==> config.mk <==
export PLATFORM = sky130hd
export DESIGN_NAME = ethernet_ip_udp_packet_stats_core
export DESIGN_NICKNAME = d
export VERILOG_FILES = /design/src/sv/eius_pkg.sv /design/src/sv/eius_front.sv /design/src/sv/eius_queue.sv /design/src/sv/eius_back.sv /design/src/sv/ethernet_ip_udp_packet_stats_core.sv
export SDC_FILE = /design/constraint.sdc
export NUM_CORES = 2
export LEC_CHECK = 0
export BUFFER_PORTS_ARGS = -buffer_cell sky130_fd_sc_hd__buf_2
export CAP_MARGIN = 10
export CORE_UTILIZATION = 35
export CTS_CLUSTER_SIZE = 16
export DETAILED_ROUTE_END_ITERATION = 10
export PLACE_DENSITY_LB_ADDON = 0.05
export SYNTH_ARGS = -nofsm -noshare
export SYNTH_HDL_FRONTEND = slang
export SYNTH_SLANG_ARGS = --single-unit
==> constraint.sdc <==
create_clock -name clk -period 14.15 [get_ports clk]
set_input_delay 2.83 -clock clk [delete_from_list [all_inputs] [get_ports clk]]
set_output_delay 2.83 -clock clk [all_outputs]
set_load 0.005 [all_outputs]
==> src/sv/eius_pkg.sv <==
// ----------------------------------------------------------------------------
// eius_pkg
// shared constants, frame offsets, job type and helper for the ethernet/ipv4/
// udp frame statistics core
// ----------------------------------------------------------------------------
`default_nettype none

package eius_pkg;

  localparam int COUNTER_WIDTH_DEF = 32;
  localparam int CNT_W_MAX         = 64;
  localparam int ETH_HEADER_BYTES  = 14;
  localparam int IP_HDR_BYTES      = 20;
  localparam int TCP_HDR_BYTES     = 20;
  localparam int UDP_HDR_BYTES     = 8;
  localparam int NUM_COUNTERS      = 18;
  localparam int QUEUE_DEPTH       = 4;

  localparam logic [15:0] OFF_L4      = 16'(ETH_HEADER_BYTES + IP_HDR_BYTES);
  localparam logic [15:0] LEN_ETH_MIN = 16'(ETH_HEADER_BYTES);
  localparam logic [15:0] LEN_TCP_MIN = 16'(ETH_HEADER_BYTES + IP_HDR_BYTES + TCP_HDR_BYTES);
  localparam logic [15:0] LEN_UDP_MIN = 16'(ETH_HEADER_BYTES + IP_HDR_BYTES + UDP_HDR_BYTES);
  localparam logic [15:0] UDP_HDR_LEN = 16'(UDP_HDR_BYTES);

  localparam logic [15:0] ETYPE_IPV4 = 16'h0800;
  localparam logic [7:0]  PROTO_TCP  = 8'd6;
  localparam logic [7:0]  PROTO_UDP  = 8'd17;
  localparam logic [15:0] CSUM_GOOD  = 16'hFFFF;

  localparam logic CMD_DATA = 1'b0;
  localparam logic CMD_READ = 1'b1;

  localparam logic KIND_FRAME = 1'b0;
  localparam logic KIND_READ  = 1'b1;

  localparam logic [2:0] CLS_NON_IP = 3'd0;
  localparam logic [2:0] CLS_TCP    = 3'd1;
  localparam logic [2:0] CLS_UDP    = 3'd2;
  localparam logic [2:0] CLS_OTHER  = 3'd3;
  localparam logic [2:0] CLS_TRUNC  = 3'd4;

  localparam logic [1:0] CSUM_NONE = 2'd0;
  localparam logic [1:0] CSUM_OK   = 2'd1;
  localparam logic [1:0] CSUM_BAD  = 2'd2;

  localparam int CNT_FRAMES   = 0;
  localparam int CNT_NON_IP   = 1;
  localparam int CNT_IP       = 2;
  localparam int CNT_TCP      = 3;
  localparam int CNT_UDP      = 4;
  localparam int CNT_OTHER    = 5;
  localparam int CNT_TRUNC    = 6;
  localparam int CNT_FIN      = 7;
  localparam int CNT_CSUM_OK  = 13;
  localparam int CNT_CSUM_BAD = 14;
  localparam int CNT_CSUM_OMIT = 15;
  localparam int CNT_MIN_LEN  = 16;
  localparam int CNT_MAX_LEN  = 17;

  typedef struct packed {
    logic        kind;
    logic [15:0] len;
    logic        is_ip;
    logic        is_tcp;
    logic        is_udp;
    logic [15:0] csum;
    logic [15:0] udp_len;
    logic        chk_zero;
    logic        payload_done;
    logic [5:0]  flags;
    logic [4:0]  idx;
  } job_t;

  // one's-complement add with end-around carry
  function automatic logic [15:0] eac_add(input logic [15:0] a, input logic [15:0] b);
    logic [16:0] s;
    s = {1'b0, a} + {1'b0, b};
    return s[15:0] + {15'd0, s[16]};
  endfunction

endpackage

`default_nettype wire

==> src/sv/eius_front.sv <==
// ----------------------------------------------------------------------------
// eius_front
// byte parser: tracks frame offsets, captures header fields, runs the udp
// one's-complement sum and emits one job per counter read or frame end
// ----------------------------------------------------------------------------
`default_nettype none

module eius_front import eius_pkg::*; (
  input  wire logic       clk,
  input  wire logic       rst_n,
  input  wire logic       in_valid,
  output logic            in_ready,
  input  wire logic       in_command,
  input  wire logic [7:0] in_data_byte,
  input  wire logic       in_last_byte,
  input  wire logic [4:0] in_counter_index,
  output logic            job_valid,
  output job_t            job,
  input  wire logic       job_ready
);

  localparam logic [15:0] POS_ETYPE_HI = 16'(ETH_HEADER_BYTES - 2);
  localparam logic [15:0] POS_ETYPE_LO = 16'(ETH_HEADER_BYTES - 1);
  localparam logic [15:0] POS_PROTO    = 16'(ETH_HEADER_BYTES + 9);
  localparam logic [15:0] POS_SUM_LO   = 16'(ETH_HEADER_BYTES + 12);
  localparam logic [15:0] POS_FLAGS    = OFF_L4 + 16'd13;
  localparam logic [15:0] POS_ULEN_LO  = OFF_L4 + 16'd5;
  localparam logic [15:0] POS_UCHK_LO  = OFF_L4 + 16'd7;
  localparam logic [15:0] POS_PAYLOAD  = OFF_L4 + UDP_HDR_LEN;

  logic [15:0] pos_r, pos_upd, pos_nxt;
  logic [15:0] etype_r, etype_upd, etype_nxt;
  logic [7:0]  proto_r, proto_upd, proto_nxt;
  logic [5:0]  flags_r, flags_upd, flags_nxt;
  logic [7:0]  hold_r, hold_upd, hold_nxt;
  logic [15:0] csum_r, csum_upd, csum_nxt;
  logic [15:0] ulen_r, ulen_upd, ulen_nxt;
  logic        chkz_r, chkz_upd, chkz_nxt;
  logic [15:0] left_r, left_upd, left_nxt;
  logic        odd_r, odd_upd, odd_nxt;
  logic        accept, data_beat, frame_end;
  logic [15:0] word;

  assign in_ready  = job_ready;
  assign accept    = in_valid && in_ready;
  assign data_beat = accept && (in_command == CMD_DATA);
  assign frame_end = data_beat && in_last_byte;
  assign word      = {hold_r, in_data_byte};

  always_comb begin
    pos_upd   = pos_r;
    etype_upd = etype_r;
    proto_upd = proto_r;
    flags_upd = flags_r;
    hold_upd  = hold_r;
    csum_upd  = csum_r;
    ulen_upd  = ulen_r;
    chkz_upd  = chkz_r;
    left_upd  = left_r;
    odd_upd   = odd_r;
    if (data_beat) begin
      if (pos_r != 16'hFFFF) begin
        pos_upd = pos_r + 16'd1;
      end
      if (pos_r == POS_ETYPE_HI) etype_upd[15:8] = in_data_byte;
      if (pos_r == POS_ETYPE_LO) etype_upd[7:0] = in_data_byte;
      if (pos_r == POS_PROTO) proto_upd = in_data_byte;
      if (pos_r == POS_FLAGS) flags_upd = in_data_byte[5:0];
      if (pos_r >= POS_SUM_LO && pos_r < POS_PAYLOAD) begin
        if (!pos_r[0]) begin
          hold_upd = in_data_byte;
        end else begin
          csum_upd = eac_add(csum_r, word);
          if (pos_r == POS_ULEN_LO) ulen_upd = word;
          if (pos_r == POS_UCHK_LO) chkz_upd = (word == 16'h0000);
        end
        if (pos_r == POS_UCHK_LO && etype_r == ETYPE_IPV4 && proto_r == PROTO_UDP) begin
          left_upd = (ulen_r >= UDP_HDR_LEN) ? ulen_r - UDP_HDR_LEN : 16'd0;
        end
      end else if (pos_r >= POS_PAYLOAD && left_r != 16'd0) begin
        if (!odd_r) begin
          hold_upd = in_data_byte;
          if (left_r == 16'd1) csum_upd = eac_add(csum_r, {in_data_byte, 8'h00});
        end else begin
          csum_upd = eac_add(csum_r, word);
        end
        odd_upd  = !odd_r;
        left_upd = left_r - 16'd1;
      end
    end
  end

  always_comb begin
    pos_nxt   = frame_end ? 16'd0 : pos_upd;
    etype_nxt = frame_end ? 16'd0 : etype_upd;
    proto_nxt = frame_end ? 8'd0  : proto_upd;
    flags_nxt = frame_end ? 6'd0  : flags_upd;
    hold_nxt  = frame_end ? 8'd0  : hold_upd;
    csum_nxt  = frame_end ? 16'd0 : csum_upd;
    ulen_nxt  = frame_end ? 16'd0 : ulen_upd;
    chkz_nxt  = frame_end ? 1'b0  : chkz_upd;
    left_nxt  = frame_end ? 16'd0 : left_upd;
    odd_nxt   = frame_end ? 1'b0  : odd_upd;
  end

  always_ff @(posedge clk) begin
    if (!rst_n) begin
      pos_r   <= '0;
      etype_r <= '0;
      proto_r <= '0;
      flags_r <= '0;
      hold_r  <= '0;
      csum_r  <= '0;
      ulen_r  <= '0;
      chkz_r  <= 1'b0;
      left_r  <= '0;
      odd_r   <= 1'b0;
    end else begin
      pos_r   <= pos_nxt;
      etype_r <= etype_nxt;
      proto_r <= proto_nxt;
      flags_r <= flags_nxt;
      hold_r  <= hold_nxt;
      csum_r  <= csum_nxt;
      ulen_r  <= ulen_nxt;
      chkz_r  <= chkz_nxt;
      left_r  <= left_nxt;
      odd_r   <= odd_nxt;
    end
  end

  assign job_valid = accept && ((in_command == CMD_READ) || in_last_byte);

  always_comb begin
    job = '0;
    if (in_command == CMD_READ) begin
      job.kind = KIND_READ;
      job.idx  = in_counter_index;
    end else begin
      job.kind         = KIND_FRAME;
      job.len          = pos_upd;
      job.is_ip        = (etype_upd == ETYPE_IPV4);
      job.is_tcp       = (proto_upd == PROTO_TCP);
      job.is_udp       = (proto_upd == PROTO_UDP);
      job.csum         = csum_upd;
      job.udp_len      = ulen_upd;
      job.chk_zero     = chkz_upd;
      job.payload_done = (left_upd == 16'd0);
      job.flags        = flags_upd;
    end
  end

endmodule

`default_nettype wire

==> src/sv/eius_queue.sv <==
// ----------------------------------------------------------------------------
// eius_queue
// short job queue between parser and statistics engine
// ----------------------------------------------------------------------------
`default_nettype none

module eius_queue import eius_pkg::*; (
  input  wire logic clk,
  input  wire logic rst_n,
  input  wire logic push_valid,
  output logic      push_ready,
  input  job_t      push_job,
  output logic      pop_valid,
  input  wire logic pop_ready,
  output job_t      pop_job
);

  localparam int PTR_W = $clog2(QUEUE_DEPTH);
  localparam logic [PTR_W-1:0] PTR_LAST = PTR_W'(QUEUE_DEPTH - 1);
  localparam logic [PTR_W:0]   CNT_FULL = (PTR_W + 1)'(QUEUE_DEPTH);

  job_t             entry_r [QUEUE_DEPTH];
  logic [PTR_W-1:0] wr_ptr_r, wr_ptr_nxt;
  logic [PTR_W-1:0] rd_ptr_r, rd_ptr_nxt;
  logic [PTR_W:0]   count_r, count_nxt;
  logic             push, pop;

  assign push_ready = (count_r != CNT_FULL);
  assign pop_valid  = (count_r != '0);
  assign pop_job    = entry_r[rd_ptr_r];
  assign push       = push_valid && push_ready;
  assign pop        = pop_valid && pop_ready;

  always_comb begin
    wr_ptr_nxt = wr_ptr_r;
    rd_ptr_nxt = rd_ptr_r;
    count_nxt  = count_r;
    if (push) wr_ptr_nxt = (wr_ptr_r == PTR_LAST) ? '0 : wr_ptr_r + 1'b1;
    if (pop)  rd_ptr_nxt = (rd_ptr_r == PTR_LAST) ? '0 : rd_ptr_r + 1'b1;
    if (push && !pop) count_nxt = count_r + 1'b1;
    if (pop && !push) count_nxt = count_r - 1'b1;
  end

  always_ff @(posedge clk) begin
    if (!rst_n) begin
      wr_ptr_r <= '0;
      rd_ptr_r <= '0;
      count_r  <= '0;
    end else begin
      wr_ptr_r <= wr_ptr_nxt;
      rd_ptr_r <= rd_ptr_nxt;
      count_r  <= count_nxt;
    end
  end

  always_ff @(posedge clk) begin
    if (push) begin
      entry_r[wr_ptr_r] <= push_job;
    end
  end

endmodule

`default_nettype wire

==> src/sv/eius_back.sv <==
// ----------------------------------------------------------------------------
// eius_back
// statistics engine: classifies finished frames, closes the udp checksum,
// updates saturating counters and answers counter reads
// ----------------------------------------------------------------------------
`default_nettype none

module eius_back import eius_pkg::*; #(
  parameter int COUNTER_WIDTH = COUNTER_WIDTH_DEF
) (
  input  wire logic   clk,
  input  wire logic   rst_n,
  input  wire logic   job_valid,
  output logic        job_ready,
  input  job_t        job,
  output logic        out_valid,
  input  wire logic   out_ready,
  output logic        out_result_kind,
  output logic [2:0]  out_frame_class,
  output logic [5:0]  out_tcp_flag_bits,
  output logic [1:0]  out_checksum_status,
  output logic        out_checksum_omitted,
  output logic [15:0] out_frame_length,
  output logic [31:0] out_counter_value
);

  localparam logic [COUNTER_WIDTH-1:0] CNT_SAT = '1;

  logic [COUNTER_WIDTH-1:0] cnt_r   [NUM_COUNTERS];
  logic [COUNTER_WIDTH-1:0] cnt_nxt [NUM_COUNTERS];

  logic        out_valid_r, out_valid_nxt;
  logic        kind_r, kind_nxt;
  logic [2:0]  cls_r, cls_nxt;
  logic [5:0]  flags_r, flags_nxt;
  logic [1:0]  status_r, status_nxt;
  logic        omit_r, omit_nxt;
  logic [15:0] len_r, len_nxt;
  logic [31:0] value_r, value_nxt;

  logic                     take;
  logic [2:0]               cls;
  logic [5:0]               flags;
  logic [1:0]               status;
  logic                     omit;
  logic [15:0]              csum_fin;
  logic [COUNTER_WIDTH-1:0] len_ext;
  logic [COUNTER_WIDTH-1:0] rd_val;
  logic [CNT_W_MAX-1:0]     rd_wide;

  assign job_ready = !out_valid_r || out_ready;
  assign take      = job_valid && job_ready;
  assign csum_fin  = eac_add(eac_add(job.csum, job.udp_len), 16'(PROTO_UDP));
  assign len_ext   = COUNTER_WIDTH'(job.len);

  function automatic logic [COUNTER_WIDTH-1:0] sat_inc(input logic [COUNTER_WIDTH-1:0] v);
    return (v == CNT_SAT) ? v : v + 1'b1;
  endfunction

  always_comb begin
    cls    = CLS_OTHER;
    flags  = '0;
    status = CSUM_NONE;
    omit   = 1'b0;
    if (job.len < LEN_ETH_MIN) begin
      cls = CLS_TRUNC;
    end else if (!job.is_ip) begin
      cls = CLS_NON_IP;
    end else if (job.len < OFF_L4) begin
      cls = CLS_TRUNC;
    end else if (job.is_tcp) begin
      if (job.len < LEN_TCP_MIN) begin
        cls = CLS_TRUNC;
      end else begin
        cls   = CLS_TCP;
        flags = job.flags;
      end
    end else if (job.is_udp) begin
      if (job.len < LEN_UDP_MIN) begin
        cls = CLS_TRUNC;
      end else begin
        cls    = CLS_UDP;
        omit   = job.chk_zero;
        status = (job.payload_done && csum_fin == CSUM_GOOD) ? CSUM_OK : CSUM_BAD;
      end
    end
  end

  always_comb begin
    rd_val  = (job.idx < 5'(NUM_COUNTERS)) ? cnt_r[job.idx] : '0;
    rd_wide = CNT_W_MAX'(rd_val);
  end

  always_comb begin
    for (int i = 0; i < NUM_COUNTERS; i++) begin
      cnt_nxt[i] = cnt_r[i];
    end
    if (take && job.kind == KIND_FRAME) begin
      if (cnt_r[CNT_FRAMES] == '0 || len_ext < cnt_r[CNT_MIN_LEN]) begin
        cnt_nxt[CNT_MIN_LEN] = len_ext;
      end
      if (len_ext > cnt_r[CNT_MAX_LEN]) begin
        cnt_nxt[CNT_MAX_LEN] = len_ext;
      end
      cnt_nxt[CNT_FRAMES] = sat_inc(cnt_r[CNT_FRAMES]);
      if (job.len >= LEN_ETH_MIN && job.is_ip) cnt_nxt[CNT_IP] = sat_inc(cnt_r[CNT_IP]);
      if (cls == CLS_NON_IP) cnt_nxt[CNT_NON_IP] = sat_inc(cnt_r[CNT_NON_IP]);
      if (cls == CLS_TCP)    cnt_nxt[CNT_TCP]    = sat_inc(cnt_r[CNT_TCP]);
      if (cls == CLS_UDP)    cnt_nxt[CNT_UDP]    = sat_inc(cnt_r[CNT_UDP]);
      if (cls == CLS_OTHER)  cnt_nxt[CNT_OTHER]  = sat_inc(cnt_r[CNT_OTHER]);
      if (cls == CLS_TRUNC)  cnt_nxt[CNT_TRUNC]  = sat_inc(cnt_r[CNT_TRUNC]);
      for (int k = 0; k < 6; k++) begin
        if (flags[k]) cnt_nxt[CNT_FIN + k] = sat_inc(cnt_r[CNT_FIN + k]);
      end
      if (status == CSUM_OK)  cnt_nxt[CNT_CSUM_OK]  = sat_inc(cnt_r[CNT_CSUM_OK]);
      if (status == CSUM_BAD) cnt_nxt[CNT_CSUM_BAD] = sat_inc(cnt_r[CNT_CSUM_BAD]);
      if (omit) cnt_nxt[CNT_CSUM_OMIT] = sat_inc(cnt_r[CNT_CSUM_OMIT]);
    end
  end

  always_comb begin
    out_valid_nxt = out_valid_r;
    kind_nxt      = kind_r;
    cls_nxt       = cls_r;
    flags_nxt     = flags_r;
    status_nxt    = status_r;
    omit_nxt      = omit_r;
    len_nxt       = len_r;
    value_nxt     = value_r;
    if (take) begin
      out_valid_nxt = 1'b1;
      kind_nxt      = job.kind;
      if (job.kind == KIND_READ) begin
        cls_nxt    = '0;
        flags_nxt  = '0;
        status_nxt = CSUM_NONE;
        omit_nxt   = 1'b0;
        len_nxt    = '0;
        value_nxt  = (rd_wide > CNT_W_MAX'(32'hFFFF_FFFF)) ? 32'hFFFF_FFFF : rd_wide[31:0];
      end else begin
        cls_nxt    = cls;
        flags_nxt  = flags;
        status_nxt = status;
        omit_nxt   = omit;
        len_nxt    = job.len;
        value_nxt  = '0;
      end
    end else if (out_ready) begin
      out_valid_nxt = 1'b0;
    end
  end

  always_ff @(posedge clk) begin
    if (!rst_n) begin
      out_valid_r <= 1'b0;
      for (int i = 0; i < NUM_COUNTERS; i++) begin
        cnt_r[i] <= '0;
      end
    end else begin
      out_valid_r <= out_valid_nxt;
      for (int i = 0; i < NUM_COUNTERS; i++) begin
        cnt_r[i] <= cnt_nxt[i];
      end
    end
  end

  always_ff @(posedge clk) begin
    kind_r   <= kind_nxt;
    cls_r    <= cls_nxt;
    flags_r  <= flags_nxt;
    status_r <= status_nxt;
    omit_r   <= omit_nxt;
    len_r    <= len_nxt;
    value_r  <= value_nxt;
  end

  assign out_valid            = out_valid_r;
  assign out_result_kind      = kind_r;
  assign out_frame_class      = cls_r;
  assign out_tcp_flag_bits    = flags_r;
  assign out_checksum_status  = status_r;
  assign out_checksum_omitted = omit_r;
  assign out_frame_length     = len_r;
  assign out_counter_value    = value_r;

endmodule

`default_nettype wire

==> src/sv/ethernet_ip_udp_packet_stats_core.sv <==
// a frame summary or counter read is registered in the job queue and then in the output register
// throughput: one beat per cycle while the job queue has room, since in_ready follows its push_ready
// a four-entry job queue lets the parser run on while the output is stalled
// reset: rst_n synchronous, clears parse state, queue, output valid flag and all counters
// ----------------------------------------------------------------------------
// ethernet_ip_udp_packet_stats_core
// ethernet/ipv4/udp frame statistics: per-frame classification, tcp flag and
// udp checksum checks, saturating counters read back by index
// ----------------------------------------------------------------------------
`default_nettype none

module ethernet_ip_udp_packet_stats_core import eius_pkg::*; #(
  parameter int COUNTER_WIDTH = COUNTER_WIDTH_DEF
) (
  input  wire logic        clk,
  input  wire logic        rst_n,
  input  wire logic        in_valid,
  output logic             in_ready,
  input  wire logic        in_command,
  input  wire logic [7:0]  in_data_byte,
  input  wire logic        in_last_byte,
  input  wire logic [4:0]  in_counter_index,
  output logic             out_valid,
  input  wire logic        out_ready,
  output logic             out_result_kind,
  output logic [2:0]       out_frame_class,
  output logic [5:0]       out_tcp_flag_bits,
  output logic [1:0]       out_checksum_status,
  output logic             out_checksum_omitted,
  output logic [15:0]      out_frame_length,
  output logic [31:0]      out_counter_value
);

  logic fq_valid, fq_ready, qb_valid, qb_ready;
  job_t fq_job, qb_job;

  eius_front u_front (
    .clk              (clk),
    .rst_n            (rst_n),
    .in_valid         (in_valid),
    .in_ready         (in_ready),
    .in_command       (in_command),
    .in_data_byte     (in_data_byte),
    .in_last_byte     (in_last_byte),
    .in_counter_index (in_counter_index),
    .job_valid        (fq_valid),
    .job              (fq_job),
    .job_ready        (fq_ready)
  );

  eius_queue u_queue (
    .clk        (clk),
    .rst_n      (rst_n),
    .push_valid (fq_valid),
    .push_ready (fq_ready),
    .push_job   (fq_job),
    .pop_valid  (qb_valid),
    .pop_ready  (qb_ready),
    .pop_job    (qb_job)
  );

  eius_back #(
    .COUNTER_WIDTH (COUNTER_WIDTH)
  ) u_back (
    .clk                  (clk),
    .rst_n                (rst_n),
    .job_valid            (qb_valid),
    .job_ready            (qb_ready),
    .job                  (qb_job),
    .out_valid            (out_valid),
    .out_ready            (out_ready),
    .out_result_kind      (out_result_kind),
    .out_frame_class      (out_frame_class),
    .out_tcp_flag_bits    (out_tcp_flag_bits),
    .out_checksum_status  (out_checksum_status),
    .out_checksum_omitted (out_checksum_omitted),
    .out_frame_length     (out_frame_length),
    .out_counter_value    (out_counter_value)
  );

endmodule

`default_nettype wire

Yosys cells after proc, flatten, opt, wreduce, memory -nomap -nowiden

Memory sizes are Yosys's and may differ from the RTL's. A register that Yosys moved wholly into a read port is not among the register bits.
Index checks and enable logic that the tools add are counted.

Bits in registers: 173
Bits in writable memories: 836
Logic and storage cells: 290
Memories: 2

Add/subtract/negate cells: 31
Order comparisons: 13
Eq/ne operators: 41
Mux-type cells: 126
Bitwise gates (word level): 22
Reduce and logical (&&, ||, !) cells: 34

Memory list:

| name            | depth | width | read ports | clocked after memory_dff | wr ports | RTL line         | source |
|---|---|---|---|---|---|---|---|
| u_back.cnt_r    | 18    | 32    | 19         | 0                        | 18       | eius_back.sv:29  | `logic [COUNTER_WIDTH-1:0] cnt_r [NUM_COUNTERS];` |
| u_queue.entry_r | 4     | 65    | 1          | 1                        | 1        | eius_queue.sv:22 | `job_t entry_r [QUEUE_DEPTH];` |

Operators with widths:

| operator                | number |
|---|---|
| $mux W32                | 53 |
| $mux W576               | 1 |
| $add A32 B1 Y32 const B | 16 |
| $eq A32 B32 Y1 const B  | 16 |
| $mux W16                | 18 |
| $add A16 B1 Y16         | 4 |
| $lt A16 B6 Y1 const B   | 4 |
| $mux W8                 | 8 |
| $mux W59                | 1 |
| $add A16 B16 Y17        | 3 |
| $eq A16 B6 Y1 const B   | 3 |
| $mux W6                 | 7 |
| $eq A16 B12 Y1 const B  | 2 |
| $eq A16 B4 Y1 const B   | 2 |
| $ge A16 B4 Y1 const B   | 2 |
| $gt A16 B32 Y1          | 1 |
| $gt A32 B32 Y1 const B  | 1 |
| $logic_not A16 Y1       | 2 |
| $logic_not A32 Y1       | 1 |
| $lt A16 B32 Y1          | 1 |
| $mux W3                 | 9 |
| $mux W2                 | 11 |
| $or A1 B1 Y1            | 18 |
| $add A16 B5 Y17 const B | 1 |
| 36 further kinds        | 82 |

Logic depth before layout (Yosys ltp)

Depth after elaboration: 17
Gate-level depth with buffers: 39

Cells and area by module

A second synthesis with hierarchy kept.

Cell total of the unflattened synthesis: 5,004
Area total of the unflattened synthesis: 50,512.2 um2

Modules (own cells, without submodules):

| module     | times used | cells each | area each (um2) |
|---|---|---|---|
| eius_back  | 1          | 3,594      | 33,000.4 |
| eius_queue | 1          | 395        | 9,875.7 |
| eius_front | 1          | 1,015      | 7,636.1 |

Least setup slack after synthesis

OpenSTA, ideal clock, no wires.

Path kind: reg-to-reg
Start point: register with a tool-made name
End point: register u_back.status_r[1], in the netlist u_back.out_checksum_status[1], data pin
Setup time: 252 ps
Arrival time: 9,008 ps
Setup slack: 4,890 ps
Cell stages (with the launch flop): 36
Period minus slack after synthesis: 9,260 ps
Cells stage by stage: dfxtp_1 buf_2 buf_2 clkbuf_1 buf_1 mux4_2 fa_1 a211oi_4 o21ai_0 a211o_1 a41oi_1 nor2b_1 o21ai_0 nand2b_1 ha_1 ha_1 ha_1 o31a_1 o221ai_1 a2111oi_0 nand2_1 a21oi_1 nand2_1 nor3_1 ha_1 ha_1 nand3b_1 or3_1 and3b_1 nand3_1 or3_1 o32a_1 a211oi_4 buf_4 buf_6 nor2_1

RTL lines:

| what                   | RTL line         | source |
|---|---|---|
| end signal: assignment | eius_back.sv:171 | `status_r <= status_nxt;` |
| end: declaration       | eius_back.sv:36  | `logic [1:0] status_r, status_nxt;` |

==> implementation parameters <==
Parameter                              Value

Placed design
  Input/output buffers    81
  Final RePlAce weighted congestion    approximately 0.81
  Worst-case setup slack after placement    4479 ps
  HPWL after detailed placement    106400 um

Yosys
  Post-synthesis net count    slightly above 5000
  Mapped Area    0.04995 sq mm
  Most common flop cell mapped by yosys    sky130_fd_sc_hd__dfxtp_1
  Count of warnings emitted by yosys    0
  Portion of synthesized cell area occupied by the leading cell type    0.2637
  Largest cells by area after synthesis    sky130_fd_sc_hd__dfxtp_1 (26%), sky130_fd_sc_hd__edfxtp_1 (19%), sky130_fd_sc_hd__mux4_2 (8.7%)
  Async set-or-reset flop fraction in the synthesized netlist    0
  Share of the yosys chip area belonging to registers    0.4567
  Synth cell types    91
  EDFF count, synth    321
  Yosys reg bits    between 900 and 1000
  Post-synth top area cell    sky130_fd_sc_hd__dfxtp_1
  Gate count after technology mapping    about 5000
  Synth Area per Inst    between 10 and 15 sq um

Hold path
  Type of the tightest min-delay check    reg -> reg

Pwr
  Combinational fraction of design power    0.314
  Peak supply drop    110.7 uV
  Pleak    19.64 nW
  Switching share of power    0.3479
  Power per unit of standard cell area    roughly 160 mW/mm^2
  Sequential cell fraction of total power    0.351
  Overall power of the completed layout    0.009168 W
  Internal    0.005978 W
  Net switching power    about 0.0032 W
  Clock share of power    0.335

Floorplan
  Height of the die    ~380 um
  Std cell rows    about 140
  Core area    between 0.1 and 0.15 sq mm
  Die area    roughly 0.14 sq mm
  Starting utilization of the core area    0.3528
  Top-level port count    around 80
  Horizontal die dimension    around 380 um

GRT
  Global route total overflow    0
  Total Routing Usage GR    0.2045
  Wire length of the first global-routing pass    228300 um
  Initial antenna violation count    3
  Vias in the first global route    approximately 36000
  Largest net degree at the start of global routing    126

Route
  Average wire per standard cell    21.44 um
  Residual antenna-violating net count after detailed routing    0
  Met3 routed wirelength    ~5000 um
  Post-route DRC violation count    0
  Via Count    36760
  Total length of routed wires    about 150000 um
  Count of TritonRoute iterations in the first routing pass    5
  Highest routed layer    met4
  Average vias per placed instance    5.275
  Initial drt markers    2213
  Met2 layer wire length in the routed design    69160 um
  Total routed wire length on the met1 layer    about 70000 um

Timing
  Period utilisation layout    0.6798
  Transition at the pin with the smallest max-transition slack    approximately 1100 ps
  Relative slew slack    0.2767
  Number of slew-limit violations in the final report    0
  Fin. Hold Viols    0
  Final critical delay including setup and external delays    between 9000 and 10000 ps
  Fin Setup TNS    0 ps
  Timing-limited maximum frequency    0.1040 GHz
  PnR worst setup slack    about 4500 ps
  Final setup violation count    0
  Unrepaired setup endpoints after global routing    no
  Clk_skew    roughly 43 ps

Setup path
  Slowest Stage Delay on Critical Path    800 ps
  Reg2Reg Depth    32
  Worst reg2reg path endpoint    u_back.cnt_r[14][23]
  Arrival time of the worst setup path    about 10000 ps
  Register-to-register setup slack    roughly 4500 ps
  Most used cell along the critical path    sky130_fd_sc_hd__ha_1
  Type of origin of the critical path    flop
  Critical path endpoint category    flop
  Critical path endpoint    u_back.cnt_r[14][23]
  Critical path data required time    between 10000 and 15000 ps
  Maximum fanout encountered on the critical timing path    59
  Slowest cell on the critical path    sky130_fd_sc_hd__dfxtp_4
  Setup CP Type    reg -> reg

CTS
  Hold buffer count at CTS    0
  H-tree Lvls    3
  Total number of clock tree sinks    around 980
  Library cell used as clock root buffer    sky130_fd_sc_hd__clkbuf_16
  Clock transition at path regs    roughly 60 ps
  Cells resized by post-CTS repair    0
  Clock Tree Buf Depth    3
  Setup Fix Bufs, Post-CTS    0
  TritonCTS clock tree    built
  Clock insertion delay at the later pin of the skew report    between 700 and 800 ps
  Clock buffers created by TritonCTS    roughly 120

Final layout
  Area Growth Syn to Fin    12.35%
  Fraction of layout cells with a size suffix above 1    0.1120
  Fillers    14040
  Net count, final    5116

Job
  Max-capacitance violation count    0

Outcome
  Outcome    finished, final reports clean
[sequential cells by signal (all words and copies together) (netlist names), 6 cells and up, named ones only]
signal	count
u_back.out_frame_length	16
u_front.csum_r	16
u_front.pos_r	16
u_front.flags_r	6
u_back.cnt_r	544
u_queue.entry_r	260
u_front.ulen_r	16
u_back.out_counter_value	32
u_front.left_r	16
u_front.etype_r	16
u_front.proto_r	8
u_back.out_tcp_flag_bits	6
u_front.hold_r	8
[power by group through the flow]
stage / Combinational (W) / Sequential (W) / Clock [W]
6_report: 0.00288 / 0.00322 / 0.00307
5_1_grt: 0.00316 / 0.00324 / 0.00328
4_1_cts: 0.00291 / 0.00323 / 0.00317
3_5_place_dp: 0.00290 / 0.00329 / 0
3_3_place_gp: 0.00292 / 0.00328 / 0
2_1_floorplan: 0.00204 / 0.00325 / 0
[per-layer routing]
| layer | global-route usage | up-vias |
|---|---|---|
| li1 | - | 18020 |
| met1 | 0.2860 | 18020 |
| met2 | 0.3299 | 563 |
| met3 | 0.02699 | 160 |
| met4 | 0.05712 | 0 |
| met5 | 0 | - |
[worst min path at each step]
stage | from | endpoint | cells after the start
after global placement | u_front.etype_r[9] | u_front.etype_r[9] | 2
final | u_front.etype_r[10] | u_front.etype_r[10] | 2
after global routing | u_front.etype_r[11] | u_front.etype_r[11] | 2
after detailed placement | u_front.etype_r[14] | u_front.etype_r[14] | 2
after floorplan | u_front.etype_r[11] | u_front.etype_r[11] | 2
after CTS | u_front.etype_r[10] | u_front.etype_r[10] | 2
[area by class of cell]
class	count	area (sq um)	share of cell area
Multi-Input combinational cell	3650	25850	0.4606
Sequential cell	979	22820	0.4066
Clock buffer	164	3349	0.05968
Tap cell	1890	2365	0.04214
Timing Repair Buffer	123	735.7	0.01311
Clock inverter	52	576.8	0.01028
Inverter	111	424.2	0.007558
Antenna cell	1	2.502	0.00004459
[synth_stat cells (39+ instances only)]
cell type	n
sky130_fd_sc_hd__a21oi_1	193
sky130_fd_sc_hd__and2_1	70
sky130_fd_sc_hd__edfxtp_1	321
sky130_fd_sc_hd__nor4_1	39
sky130_fd_sc_hd__or3_1	106
sky130_fd_sc_hd__mux2i_1	150
sky130_fd_sc_hd__and3_1	113
sky130_fd_sc_hd__nand2b_1	55
sky130_fd_sc_hd__clkbuf_1	191
sky130_fd_sc_hd__nand2_1	382
sky130_fd_sc_hd__nor2_1	732
sky130_fd_sc_hd__nor2b_1	62
sky130_fd_sc_hd__a211oi_1	73
sky130_fd_sc_hd__nor3_1	81
sky130_fd_sc_hd__and4_1	46
sky130_fd_sc_hd__dfxtp_1	658
sky130_fd_sc_hd__mux4_2	193
sky130_fd_sc_hd__ha_1	111
sky130_fd_sc_hd__xor2_1	286
sky130_fd_sc_hd__inv_1	110
sky130_fd_sc_hd__o21ai_0	132
sky130_fd_sc_hd__nand3_1	203
sky130_fd_sc_hd__nand4_1	116
sky130_fd_sc_hd__xnor2_1	175
[cell families after synthesis]
logic type / share of synthesized area
XOR/XNOR: 0.08206
buffers and inverters: 0.02698
flip-flops: 0.4567
AO/OA/AOI/OAI: 0.07903
AND/OR/NAND/NOR: 0.2045
multiplexers: 0.1211
adder cells (fa/ha/maj): 0.02961
[worst max-delay path: cells and delay by family (launching register included)]
family / cells / cell delay, ps
AO/OA/AOI/OAI: 12 / 3490
adder cells (fa/ha/maj): 7 / 1890
AND/OR/NAND/NOR: 11 / 2050
buffers and inverters: 1 / 510
multiplexers: 1 / 600
flip-flops: 1 / 800
[through the flow]
stage	std cells	utilization	cell area, sq um	hold WS, ps
after floorplan	4974	-	49950	427.1
after global placement	6753	0.3686	52190	441.3
after detailed placement	6753	0.3686	52190	447.5
after CTS	6969	0.3964	56120	456.3
after global routing	6969	0.3964	56120	472.9
final	6970	0.3964	56120	451.9
[cells in the final DEF (no fill, tap or decap), drive strengths merged, types with 77 or more instances in the layout]
| cell type | Yosys | routed |
|---|---|---|
| a211oi | 77 | 77 |
| a21oi | 194 | 194 |
| and3 | 113 | 113 |
| buf | 42 | 123 |
| clkbuf | 192 | 164 |
| dfxtp | 658 | 658 |
| edfxtp | 321 | 321 |
| ha | 111 | 111 |
| inv | 110 | 116 |
| mux2i | 150 | 150 |
| mux4 | 193 | 193 |
| nand2 | 382 | 382 |
| nand3 | 203 | 203 |
| nand4 | 116 | 116 |
| nor2 | 733 | 733 |
| nor3 | 84 | 84 |
| o21ai | 141 | 141 |
| or3 | 106 | 106 |
| xnor2 | 176 | 176 |
| xor2 | 286 | 286 |
(Power assumes the default switching activity.)
